**src/rtl/core/rlcfs_pkg.sv**
```systemverilog
// Package for the RGB LED chain frame sender: shared types, field widths,
// opcodes, register indexes and word modes. No dependencies.
package rlcfs_pkg;

  localparam int unsigned LevelW = 10;
  localparam int unsigned IdxW   = 5;
  localparam int unsigned CountW = 6;
  localparam int unsigned CorrW  = 7;
  localparam int unsigned ColorW = 3 * LevelW;
  localparam int unsigned WordW  = 32;
  localparam int unsigned CfgIdxW = 3;
  localparam int unsigned CfgDataW = 7;

  // opcodes
  localparam logic OpSet     = 1'b0;
  localparam logic OpRefresh = 1'b1;

  // configuration register indexes
  localparam logic [CfgIdxW-1:0] RegModuleCount = 3'd0;
  localparam logic [CfgIdxW-1:0] RegCorrRed     = 3'd1;
  localparam logic [CfgIdxW-1:0] RegCorrGreen   = 3'd2;
  localparam logic [CfgIdxW-1:0] RegCorrBlue    = 3'd3;

  // reset values
  localparam logic [CountW-1:0] ModuleCountRst = 6'd1;
  localparam logic [CorrW-1:0]  CorrRedRst     = 7'd120;
  localparam logic [CorrW-1:0]  CorrGreenRst   = 7'd100;
  localparam logic [CorrW-1:0]  CorrBlueRst    = 7'd100;

  // word modes in bits 31:30
  localparam logic [1:0] ModePwm  = 2'b00;
  localparam logic [1:0] ModeCorr = 2'b01;

  // command passed from front to back
  typedef struct packed {
    logic              refresh;
    logic [IdxW-1:0]   idx;
    logic [ColorW-1:0] color;   // blue, red, green
  } cmd_t;

  typedef enum logic [1:0] {
    BkIdle,
    BkPwm,
    BkCorr
  } back_state_e;

endpackage

```
**src/rtl/core/rgb_led_chain_frame_sender.sv**
```systemverilog
// Top level of the RGB LED chain frame sender: configuration registers,
// front end, command queue and back end. Depends on rlcfs_pkg and rlcfs_* modules.
//
//  channel   | handshake                 | payload
//  ----------+---------------------------+-------------------------------------------
//  command   | start_i, busy_o           | opcode_i, module_index_i, *_level_i
//  result    | result_strobe_o           | frame_word_o, latch_after_o, last_word_o
//  config    | cfg_we_i                  | cfg_index_i, cfg_wdata_i
//
// A command transfer completes when start_i is high and busy_o low; busy_o only
// rises when the two-entry queue is full. A colour store is written while the back end
// is idle. A refresh of N modules (N = module count, saturated) holds the back end
// through its BkPwm and BkCorr states and gives 2*N words on consecutive cycles, which
// reach the result ports through the memory read, word build and result register.
// Results cannot be stalled.
// Reset clears the colour store via per-module valid bits and loads the
// register defaults; no clearing pass is needed.
module rgb_led_chain_frame_sender #(
  parameter int unsigned MaxModules = 32
) (
  input  logic                                clk_i,
  input  logic                                rst_ni,
  // command channel
  input  logic                                start_i,
  output logic                                busy_o,
  input  logic                                opcode_i,
  input  logic [rlcfs_pkg::IdxW-1:0]          module_index_i,
  input  logic [rlcfs_pkg::LevelW-1:0]        red_level_i,
  input  logic [rlcfs_pkg::LevelW-1:0]        green_level_i,
  input  logic [rlcfs_pkg::LevelW-1:0]        blue_level_i,
  // result channel
  output logic                                result_strobe_o,
  output logic [rlcfs_pkg::WordW-1:0]         frame_word_o,
  output logic                                latch_after_o,
  output logic                                last_word_o,
  // configuration write port
  input  logic                                cfg_we_i,
  input  logic [rlcfs_pkg::CfgIdxW-1:0]       cfg_index_i,
  input  logic [rlcfs_pkg::CfgDataW-1:0]      cfg_wdata_i
);

  logic [rlcfs_pkg::CountW-1:0] module_count_q;
  logic [rlcfs_pkg::CorrW-1:0]  corr_red_q, corr_green_q, corr_blue_q;

  logic            q_push, q_full, q_pop, q_empty;
  rlcfs_pkg::cmd_t q_in, q_out;

  // configuration registers; unknown indexes are ignored
  always_ff @(posedge clk_i or negedge rst_ni) begin
    if (!rst_ni) begin
      module_count_q <= rlcfs_pkg::ModuleCountRst;
      corr_red_q     <= rlcfs_pkg::CorrRedRst;
      corr_green_q   <= rlcfs_pkg::CorrGreenRst;
      corr_blue_q    <= rlcfs_pkg::CorrBlueRst;
    end else if (cfg_we_i) begin
      unique case (cfg_index_i)
        rlcfs_pkg::RegModuleCount: module_count_q <= cfg_wdata_i[rlcfs_pkg::CountW-1:0];
        rlcfs_pkg::RegCorrRed:     corr_red_q     <= cfg_wdata_i;
        rlcfs_pkg::RegCorrGreen:   corr_green_q   <= cfg_wdata_i;
        rlcfs_pkg::RegCorrBlue:    corr_blue_q    <= cfg_wdata_i;
        default: ;
      endcase
    end
  end

  rlcfs_front #(
    .MaxModules (MaxModules)
  ) u_front (
    .start_i        (start_i),
    .busy_o         (busy_o),
    .opcode_i       (opcode_i),
    .module_index_i (module_index_i),
    .red_level_i    (red_level_i),
    .green_level_i  (green_level_i),
    .blue_level_i   (blue_level_i),
    .module_count_i (module_count_q),
    .q_full_i       (q_full),
    .q_push_o       (q_push),
    .q_cmd_o        (q_in)
  );

  rlcfs_queue u_queue (
    .clk_i   (clk_i),
    .rst_ni  (rst_ni),
    .push_i  (q_push),
    .cmd_i   (q_in),
    .full_o  (q_full),
    .pop_i   (q_pop),
    .empty_o (q_empty),
    .cmd_o   (q_out)
  );

  rlcfs_back #(
    .MaxModules (MaxModules)
  ) u_back (
    .clk_i          (clk_i),
    .rst_ni         (rst_ni),
    .q_empty_i      (q_empty),
    .q_cmd_i        (q_out),
    .q_pop_o        (q_pop),
    .module_count_i (module_count_q),
    .corr_red_i     (corr_red_q),
    .corr_green_i   (corr_green_q),
    .corr_blue_i    (corr_blue_q),
    .strobe_o       (result_strobe_o),
    .frame_word_o   (frame_word_o),
    .latch_after_o  (latch_after_o),
    .last_word_o    (last_word_o)
  );

endmodule

```
**src/rtl/core/rlcfs_front.sv**
```systemverilog
// Front end: takes start transfers, classifies them and pushes useful commands
// into the queue. Depends on rlcfs_pkg.
module rlcfs_front #(
  parameter int unsigned MaxModules = 32
) (
  input  logic                            start_i,
  output logic                            busy_o,
  input  logic                            opcode_i,
  input  logic [rlcfs_pkg::IdxW-1:0]      module_index_i,
  input  logic [rlcfs_pkg::LevelW-1:0]    red_level_i,
  input  logic [rlcfs_pkg::LevelW-1:0]    green_level_i,
  input  logic [rlcfs_pkg::LevelW-1:0]    blue_level_i,
  input  logic [rlcfs_pkg::CountW-1:0]    module_count_i,
  input  logic                            q_full_i,
  output logic                            q_push_o,
  output rlcfs_pkg::cmd_t                 q_cmd_o
);

  localparam logic [rlcfs_pkg::CountW-1:0] MaxCount = rlcfs_pkg::CountW'(MaxModules);

  logic accept;
  logic useful;

  assign busy_o = q_full_i;
  assign accept = start_i && !q_full_i;

  // stores beyond MaxModules and refreshes of an empty chain are dropped here
  always_comb begin
    unique case (opcode_i)
      rlcfs_pkg::OpSet:     useful = {1'b0, module_index_i} < MaxCount;
      rlcfs_pkg::OpRefresh: useful = module_count_i != '0;
      default:              useful = 1'b0;
    endcase
  end

  assign q_push_o        = accept && useful;
  assign q_cmd_o.refresh = (opcode_i == rlcfs_pkg::OpRefresh);
  assign q_cmd_o.idx     = module_index_i;
  assign q_cmd_o.color   = {blue_level_i, red_level_i, green_level_i};

endmodule

```
**src/rtl/core/rlcfs_queue.sv**
```systemverilog
// Two-entry command queue between front and back end.
// Depends on rlcfs_pkg.
module rlcfs_queue (
  input  logic            clk_i,
  input  logic            rst_ni,
  input  logic            push_i,
  input  rlcfs_pkg::cmd_t cmd_i,
  output logic            full_o,
  input  logic            pop_i,
  output logic            empty_o,
  output rlcfs_pkg::cmd_t cmd_o
);

  rlcfs_pkg::cmd_t slot_q [2];
  logic       wr_ptr_q, wr_ptr_d;
  logic       rd_ptr_q, rd_ptr_d;
  logic [1:0] fill_q, fill_d;

  assign full_o  = fill_q[1];
  assign empty_o = (fill_q == 2'd0);
  assign cmd_o   = slot_q[rd_ptr_q];

  always_comb begin
    wr_ptr_d = wr_ptr_q ^ push_i;
    rd_ptr_d = rd_ptr_q ^ pop_i;
    fill_d   = fill_q + {1'b0, push_i} - {1'b0, pop_i};
  end

  always_ff @(posedge clk_i or negedge rst_ni) begin
    if (!rst_ni) begin
      wr_ptr_q <= 1'b0;
      rd_ptr_q <= 1'b0;
      fill_q   <= 2'd0;
    end else begin
      wr_ptr_q <= wr_ptr_d;
      rd_ptr_q <= rd_ptr_d;
      fill_q   <= fill_d;
    end
  end

  always_ff @(posedge clk_i) begin
    if (push_i) begin
      slot_q[wr_ptr_q] <= cmd_i;
    end
  end

endmodule

```
**src/rtl/core/rlcfs_back.sv**
```systemverilog
// Back end: colour memory, refresh sequencer and result registers.
// Depends on rlcfs_pkg.
module rlcfs_back #(
  parameter int unsigned MaxModules = 32
) (
  input  logic                             clk_i,
  input  logic                             rst_ni,
  input  logic                             q_empty_i,
  input  rlcfs_pkg::cmd_t                  q_cmd_i,
  output logic                             q_pop_o,
  input  logic [rlcfs_pkg::CountW-1:0]     module_count_i,
  input  logic [rlcfs_pkg::CorrW-1:0]      corr_red_i,
  input  logic [rlcfs_pkg::CorrW-1:0]      corr_green_i,
  input  logic [rlcfs_pkg::CorrW-1:0]      corr_blue_i,
  output logic                             strobe_o,
  output logic [rlcfs_pkg::WordW-1:0]      frame_word_o,
  output logic                             latch_after_o,
  output logic                             last_word_o
);

  localparam int unsigned AddrW = (MaxModules > 1) ? $clog2(MaxModules) : 1;
  localparam logic [rlcfs_pkg::CountW-1:0] MaxCount = rlcfs_pkg::CountW'(MaxModules);
  localparam int unsigned CW = rlcfs_pkg::ColorW;

  rlcfs_pkg::back_state_e state_q, state_d;
  logic [rlcfs_pkg::CountW-1:0] cnt_q, cnt_d;
  logic [rlcfs_pkg::CountW-1:0] n_sat, n_last;
  logic at_last;

  logic             mem_we, rd_en;
  logic [AddrW-1:0] waddr;
  logic [CW-1:0]    mem [MaxModules];
  logic [CW-1:0]    rdata_q;
  logic [MaxModules-1:0] valid_q;

  // stage 1: memory read / correction select
  logic s1_vld_q, s1_vld_d;
  logic s1_corr_q, s1_corr_d;
  logic s1_latch_q, s1_latch_d;
  logic s1_last_q, s1_last_d;
  logic s1_hit_q;

  // result registers
  logic                         strobe_q;
  logic [rlcfs_pkg::WordW-1:0]  word_q, word_d;
  logic                         latch_q, last_q;

  assign n_sat   = (module_count_i > MaxCount) ? MaxCount : module_count_i;
  assign n_last  = n_sat - 1'b1;
  assign at_last = (cnt_q == n_last);
  assign waddr   = q_cmd_i.idx[AddrW-1:0];

  // next state
  always_comb begin
    state_d = state_q;
    unique case (state_q)
      rlcfs_pkg::BkIdle: if (!q_empty_i && q_cmd_i.refresh) state_d = rlcfs_pkg::BkPwm;
      rlcfs_pkg::BkPwm:  if (at_last) state_d = rlcfs_pkg::BkCorr;
      rlcfs_pkg::BkCorr: if (at_last) state_d = rlcfs_pkg::BkIdle;
      default:           state_d = rlcfs_pkg::BkIdle;
    endcase
  end

  // outputs of the sequencer
  always_comb begin
    q_pop_o    = 1'b0;
    mem_we     = 1'b0;
    rd_en      = 1'b0;
    cnt_d      = cnt_q;
    s1_vld_d   = 1'b0;
    s1_corr_d  = 1'b0;
    s1_latch_d = 1'b0;
    s1_last_d  = 1'b0;
    unique case (state_q)
      rlcfs_pkg::BkIdle: begin
        q_pop_o = !q_empty_i;
        mem_we  = !q_empty_i && !q_cmd_i.refresh;
        cnt_d   = '0;
      end
      rlcfs_pkg::BkPwm: begin
        rd_en      = 1'b1;
        s1_vld_d   = 1'b1;
        s1_latch_d = at_last;
        cnt_d      = at_last ? '0 : cnt_q + 1'b1;
      end
      rlcfs_pkg::BkCorr: begin
        s1_vld_d   = 1'b1;
        s1_corr_d  = 1'b1;
        s1_latch_d = at_last;
        s1_last_d  = at_last;
        cnt_d      = cnt_q + 1'b1;
      end
      default: ;
    endcase
  end

  always_ff @(posedge clk_i or negedge rst_ni) begin
    if (!rst_ni) begin
      state_q  <= rlcfs_pkg::BkIdle;
      cnt_q    <= '0;
      s1_vld_q <= 1'b0;
      strobe_q <= 1'b0;
      valid_q  <= '0;
    end else begin
      state_q  <= state_d;
      cnt_q    <= cnt_d;
      s1_vld_q <= s1_vld_d;
      strobe_q <= s1_vld_q;
      if (mem_we) valid_q[waddr] <= 1'b1;
    end
  end

  // colour memory, registered read
  always_ff @(posedge clk_i) begin
    if (mem_we) mem[waddr] <= q_cmd_i.color;
    if (rd_en) begin
      rdata_q  <= mem[cnt_q[AddrW-1:0]];
      s1_hit_q <= valid_q[cnt_q[AddrW-1:0]];
    end
  end

  always_comb begin
    if (s1_corr_q) begin
      word_d = {rlcfs_pkg::ModeCorr,
                3'b000, corr_blue_i, 3'b000, corr_red_i, 3'b000, corr_green_i};
    end else begin
      word_d = {rlcfs_pkg::ModePwm, s1_hit_q ? rdata_q : {CW{1'b0}}};
    end
  end

  always_ff @(posedge clk_i) begin
    s1_corr_q  <= s1_corr_d;
    s1_latch_q <= s1_latch_d;
    s1_last_q  <= s1_last_d;
    word_q     <= word_d;
    latch_q    <= s1_latch_q;
    last_q     <= s1_last_q;
  end

  assign strobe_o      = strobe_q;
  assign frame_word_o  = word_q;
  assign latch_after_o = latch_q;
  assign last_word_o   = last_q;

endmodule
```
**config.mk**
```make
export PLATFORM = sky130hd
export DESIGN_NAME = rgb_led_chain_frame_sender
export DESIGN_NICKNAME = d
export VERILOG_FILES = /design/src/rtl/core/rlcfs_pkg.sv /design/src/rtl/core/rgb_led_chain_frame_sender.sv /design/src/rtl/core/rlcfs_front.sv /design/src/rtl/core/rlcfs_queue.sv /design/src/rtl/core/rlcfs_back.sv
export SDC_FILE = /design/constraint.sdc
export NUM_CORES = 1
export LEC_CHECK = 0
export BUFFER_PORTS_ARGS = -buffer_cell sky130_fd_sc_hd__clkbuf_2
export CAP_MARGIN = 15
export CORE_UTILIZATION = 55
export CTS_BUF_LIST = sky130_fd_sc_hd__clkbuf_2 sky130_fd_sc_hd__clkbuf_4 sky130_fd_sc_hd__clkbuf_8
export DETAILED_ROUTE_END_ITERATION = 8
export PLACE_DENSITY = 0.81
export RECOVER_POWER = 25
export SYNTH_ARGS = -nofsm -noshare
export SYNTH_HDL_FRONTEND = slang
export SYNTH_HIERARCHICAL = 1
export SYNTH_SLANG_ARGS = --single-unit
```
**constraint.sdc**
```tcl
create_clock -name clk_i -period 4.35 [get_ports clk_i]
set_clock_uncertainty 0.2 [all_clocks]
set_input_delay 1.0875 -clock clk_i [delete_from_list [all_inputs] [get_ports clk_i]]
set_output_delay 1.0875 -clock clk_i [all_outputs]
set_load 0.05 [all_outputs]
```
-- Word-level counts from Yosys, hierarchy flattened
Memory sizes are Yosys's and may differ from the RTL's. A register that Yosys moved wholly into a read port is not among the register bits.
Cells that the tools add are included.
- input bits: 50
- register bits after elaboration: 111
- output and inout bits: 36
- logic and storage cells: 87
- bits in writable memories: 1032
- memories kept: 2
- memories (name ; depth ; bits a word ; rd ports ; clocked after Yosys merged registers in ; write ports ; line ; RTL):
    u_back.mem ; 32 ; 30 ; 1 ; 1 ; 1 ; rlcfs_back.sv:32 ; logic [CW-1:0] mem [MaxModules];
    u_queue.slot_q ; 2 ; 36 ; 1 ; 0 ; 1 ; rlcfs_queue.sv:14 ; rlcfs_pkg::cmd_t slot_q [2];
- add/sub/neg operators: 4
- magnitude comparators: 4
- equality and inequality tests: 9
- mux-type cells: 23
- reductions and logical operators: 20
- bitwise operators: 5
- operators by type and width (operator ; count):
    $or A32 B32 Y32 ; 1
    $mux W31 ; 1
    $mux W30 ; 1
    $pmux W6 S3 ; 1
    $lt A5 B6 Y1 const B ; 2
    $mux W6 ; 2
    $mux W1 ; 11
    $reduce_and A2 Y1 ; 4
    $add A6 B1 Y6 const B ; 1
    $eq A3 B2 Y1 const B ; 2
    $eq A6 B6 Y1 ; 1
    $gt A6 B6 Y1 const B ; 1
    $mux W2 ; 3
    $ne A2 B1 Y1 const B ; 3
    $pmux W2 S3 ; 1
    $reduce_bool A6 Y1 ; 1
    $sub A6 B1 Y6 const B ; 1
    $bmux W1 S5 ; 1
    $demux W1 S5 ; 1
    $ge A5 B1 Y1 const B ; 1
    $logic_and A1 B1 Y1 ; 5
    $logic_not A2 Y1 ; 2
    $reduce_or A2 Y1 ; 2
    $eq A3 B1 Y1 const B ; 1
    other kinds (11) ; 15

-- Depth between registers and ports, before layout
- word-level depth: 6
- depth in mapped cells: 12
- gate-level depth less buffers: 9

-- By module
Netlist, hierarchy kept.
- modules (own cells, without submodules) (module ; area each (sq um) ; times used ; cells each ; sequential area each (sq um)):
    rlcfs_back ; 40471.3 ; 1 ; 1690 ; 31530.2
    rlcfs_queue ; 2949.1 ; 1 ; 127 ; 2262.2
    rgb_led_chain_frame_sender ; 1071.0 ; 1 ; 60 ; 689.4
    rlcfs_front ; 309.0 ; 1 ; 41 ; 0.0

-- Worst setup path before layout
OpenSTA, ideal clock, no wires.
- kind: flip-flop to flip-flop
- from: register u_queue.rd_ptr_q
- to: memory u_back/mem[17][0] in the netlist's numbering (enable)
- arrival time: 2808 ps
- cell stages (with the launch flop): 6
- buffers on the path: 2
- slack: 924 ps
- data required time: 3732 ps
- cell sequence: dfrtp_1 buf_6 buf_12 mux2_4 or3b_2 nor2_1
- RTL lines (element ; line ; RTL):
    start, declared ; rlcfs_queue.sv:16 ; logic rd_ptr_q, rd_ptr_d;
    start signal, assigned ; rlcfs_queue.sv:36 ; rd_ptr_q <= rd_ptr_d;
    end, declared ; rlcfs_back.sv:32 ;

-- Final worst setup path
- from: register u_back.state_q[0]
- to: memory u_back/mem[31][0] in the netlist's numbering (enable)
- word-level cells in the longest chain between the ends: 4
- ends and longest elaborated chain (element ; line ; RTL):
    start, declared ; rlcfs_back.sv:25 ; rlcfs_pkg::back_state_e state_q, state_d;
    start signal, assigned ; rlcfs_back.sv:99 ; state_q <= rlcfs_pkg::BkIdle;
    start signal, assigned ; rlcfs_back.sv:105 ; state_q <= state_d;
    $logic_not A2 Y1 ; rlcfs_back.sv:74 ; unique case (state_q)
    $mux W1 ; rlcfs_back.sv:74 ;
    $mux W1 ; rlcfs_back.sv:115 ; if (mem_we) mem[waddr] <= q_cmd_i.color;
    $mux W1 (not written as such) ; rlcfs_back.sv:115 ;
No other way between the ends.

==> results.json <==
{
  "synth_area_per_cell_um2": 23.36,
  "worstReg2RegEnd": "u_back/mem[31][0]",
  "critical_path_class": "flip-flop to flip-flop",
  "post-dp-hpwl_mm": 59.53,
  "start_util": 0.5562,
  "gp_congestion": 0.8317,
  "timing_worst_slew_pin_value_ns": 1.248,
  "die_y_um": 287.4,
  "layout_commonest_cell": "edfxtp_1",
  "whs_path_depth": 0,
  "leakagePower_nw": 16.03,
  "min_period_ns": 3.310,
  "vias": 20500,
  "root_buffer": "clkbuf_8",
  "hold_end": "u_back/latch_after_o",
  "critPathLaunchType": "flip-flop",
  "areaGrowthSynthToFinish_pct": 12.07,
  "final_util": 0.6233,
  "wl_mm": 95.31,
  "status": "complete, no violations",
  "period_share": 0.7608,
  "antenna_found_initial": 3,
  "core_area_mm2": 0.08055,
  "whs_ns": 0.1140,
  "tns_ns": 0,
  "die_w_um": 287.4,
  "grt_use_total": 0.2376,
  "ys_async_sr_fraction": 0.06229,
  "overflow": 0,
  "routed_via_density": 6.169,
  "ys_ff_latch": 1172,
  "drive_gt1_frac": 0.3850,
  "vdd_drop_max_mv": 0.5115,
  "hold_class": "flip-flop to flip-flop",
  "cts_resized": 0,
  "firstDrtPassIters": 5,
  "placed_cells": 2993,
  "yosysSeqAreaShare": 0.7697,
  "drtIter0Drc": 2037,
  "cp_data_arrival_time_ns": 3.60,
  "core.rowCount": 104,
  "ys_types": 59,
  "fillCellCount": 5042,
  "powerDensity_mw_per_mm2": 607.9,
  "htreeDepth": 4,
  "setup_violations": 0,
  "finalMaxSlewViolations": 0,
  "drc": 0,
  "rr_startpoint": "u_back/state_q[0]",
  "cts_sinks": 1172,
  "worstPathMaxFanout": 16,
  "path_clk_slew_ns": 0.06,
  "rsz0062_at_grt": "no",
  "grt_pass1_vias": 21180,
  "grt_pass1_wl_mm": 140.8,
  "fmax_mhz": 302.2,
  "ant_nets": 0,
  "hold_violations": 0,
  "synth_ff_type": "edfxtp_1",
  "syn_inst": 1918,
  "reg2reg_slack_ns": 1.04,
  "endpoint_kind": "flip-flop",
  "stdcell_count": 3322,
  "totalPowerFinal_w": 0.03052,
  "worstPathRequired_ns": 4.64,
  "numPortBuffers": 84,
  "cts_max_path_buffers": 3,
  "routedWlPerCell_um": 28.69,
  "synth_edf_count": 1063,
  "layout.nets": 2173,
  "final_cell_mix": "edfxtp_1 (1063), mux4_2 (310), clkbuf_8 (186), mux2_2 (62), clkbuf_4 (62)",
  "maxCapViolCount": 0,
  "die_area_mm2": 0.08260,
  "yosysWarnings": 6,
  "max-slew-margin-rel": 0.1562,
  "netlist_area_mm2": 0.04480,
  "clock_latency_ns": 0.84,
  "cts_buffers": 176,
  "hold_path_startpoint": "u_back/s1_latch_q",
  "ff2ff_path_depth": 7,
  "syn_nets": 1978,
  "cts_tree": "built",
  "io_pins": 86,
  "grt_max_degree": 83
}
worst max-delay path: stages, from the launching register on:
cell and delay, ns:
dfrtp_1 0.41, inv_1 0.13, ha_1 0.24, nor2b_1 0.39
and3b_1 0.28, nand2_1 0.30, nor2_4 0.63, buf_4 0.39
how the worst max path moves through the flow:
stage	startpoint	cells past startpoint	slack (ns)	endpoint
after CTS	u_back/state_q[0]	7	1.09	u_back/mem[31][0]
after detailed placement	opcode_i	5	1.07	u_queue/slot_q[0][7]
after floorplan	u_queue/rd_ptr_q	5	0.92	u_back/mem[17][0]
after global routing	u_back/state_q[0]	7	0.98	u_back/mem[31][0]
after global placement	opcode_i	5	1.10	u_queue/slot_q[0][24]
final	u_back/state_q[0]	7	1.04	u_back/mem[31][0]
synth_stat cells (all sizes together) (6+ instances only):
| master | instances | area share |
|---|---|---|
| a22o | 21 | 0.0041 |
| and2 | 10 | 0.0014 |
| buf | 90 | 0.014 |
| clkbuf | 39 | 0.0033 |
| dfrtp | 62 | 0.035 |
| dfstp | 11 | 0.0065 |
| dfxtp | 36 | 0.016 |
| edfxtp | 1063 | 0.71 |
| ha | 10 | 0.0028 |
| inv | 10 | 0.00084 |
| mux2 | 94 | 0.026 |
| mux4 | 310 | 0.16 |
| nand2 | 12 | 0.0010 |
| nor2 | 40 | 0.0034 |
| nor3 | 6 | 0.00067 |
| o21ai | 6 | 0.00067 |
| or2 | 34 | 0.0047 |
repair_timing:
action                                  CTS  global route
hold buffers                              0             1
setup buffers                             0             0
endpoints found under the hold margin     0             4
endpoints found under the setup margin    0             0
cell families after synthesis:
logic type,share of synthesized area
DFF,0.7697
muxes,0.1819
buffers and inverters,0.01762
and+or+nand+nor,0.01785
AOI/OAI and AO/OA,0.008183
adders and majority gates,0.002793
xor gates and xnor gates,0.001899
other,0.00008370
layout make-up:
class,instances,area [um2],area share
flip-flops and latches,1172,34500,0.6871
well taps,1060,1326,0.02642
diodes,2,5.005,0.00009969
repair buffers,146,1085,0.02161
clock inverters,77,530.5,0.01057
clock buffers,248,3025,0.06026
inverters,10,40.04,0.0007975
multi-input cells,607,9698,0.1932
stage by stage:
step           area, um2  worst slack [ns]
2_1_floorplan      44800            0.9245
3_3_place_gp       46750             1.103
4_1_cts            50310             1.095
5_1_grt            50200            0.9844
3_5_place_dp       46750             1.066
6_report           50210             1.041
power by group:
part / switching [W] / total [W] / internal (W) / leakage, nW
combinational: 0.00416 / 0.00680 / 0.00264 / 3.36
sequential: 0.000447 / 0.0148 / 0.0143 / 10.8
clock: 0.00411 / 0.00893 / 0.00482 / 1.89
total: 0.00871 / 0.0305 / 0.0218 / 16.0
layer usage:
layer | global-route usage | wire, um | part of all wire | vias to the layer above
li1 | - | - | - | 8428
met1 | 0.3057 | 35120 | 0.37 | 10900
met2 | 0.4072 | 50630 | 0.53 | 1006
met3 | 0.04778 | 7020 | 0.074 | 159
met4 | 0.07846 | 2504 | 0.026 | 4
met5 | 0 | 27 | 0.00028 | -
state kept, by name, indices dropped and copies added, names as in the netlist, 2 cells and up:
name,count
corr_red_q,7
u_back/mem,960
u_queue/slot_q,72
module_count_q,6
u_back/rdata_q,30
u_back/cnt_q,6
u_back/frame_word_o,31
u_back/state_q,2
u_queue/fill_q,2
corr_blue_q,7
corr_green_q,7
u_back/valid_q,32
Power figures use the tool's default switching activity.
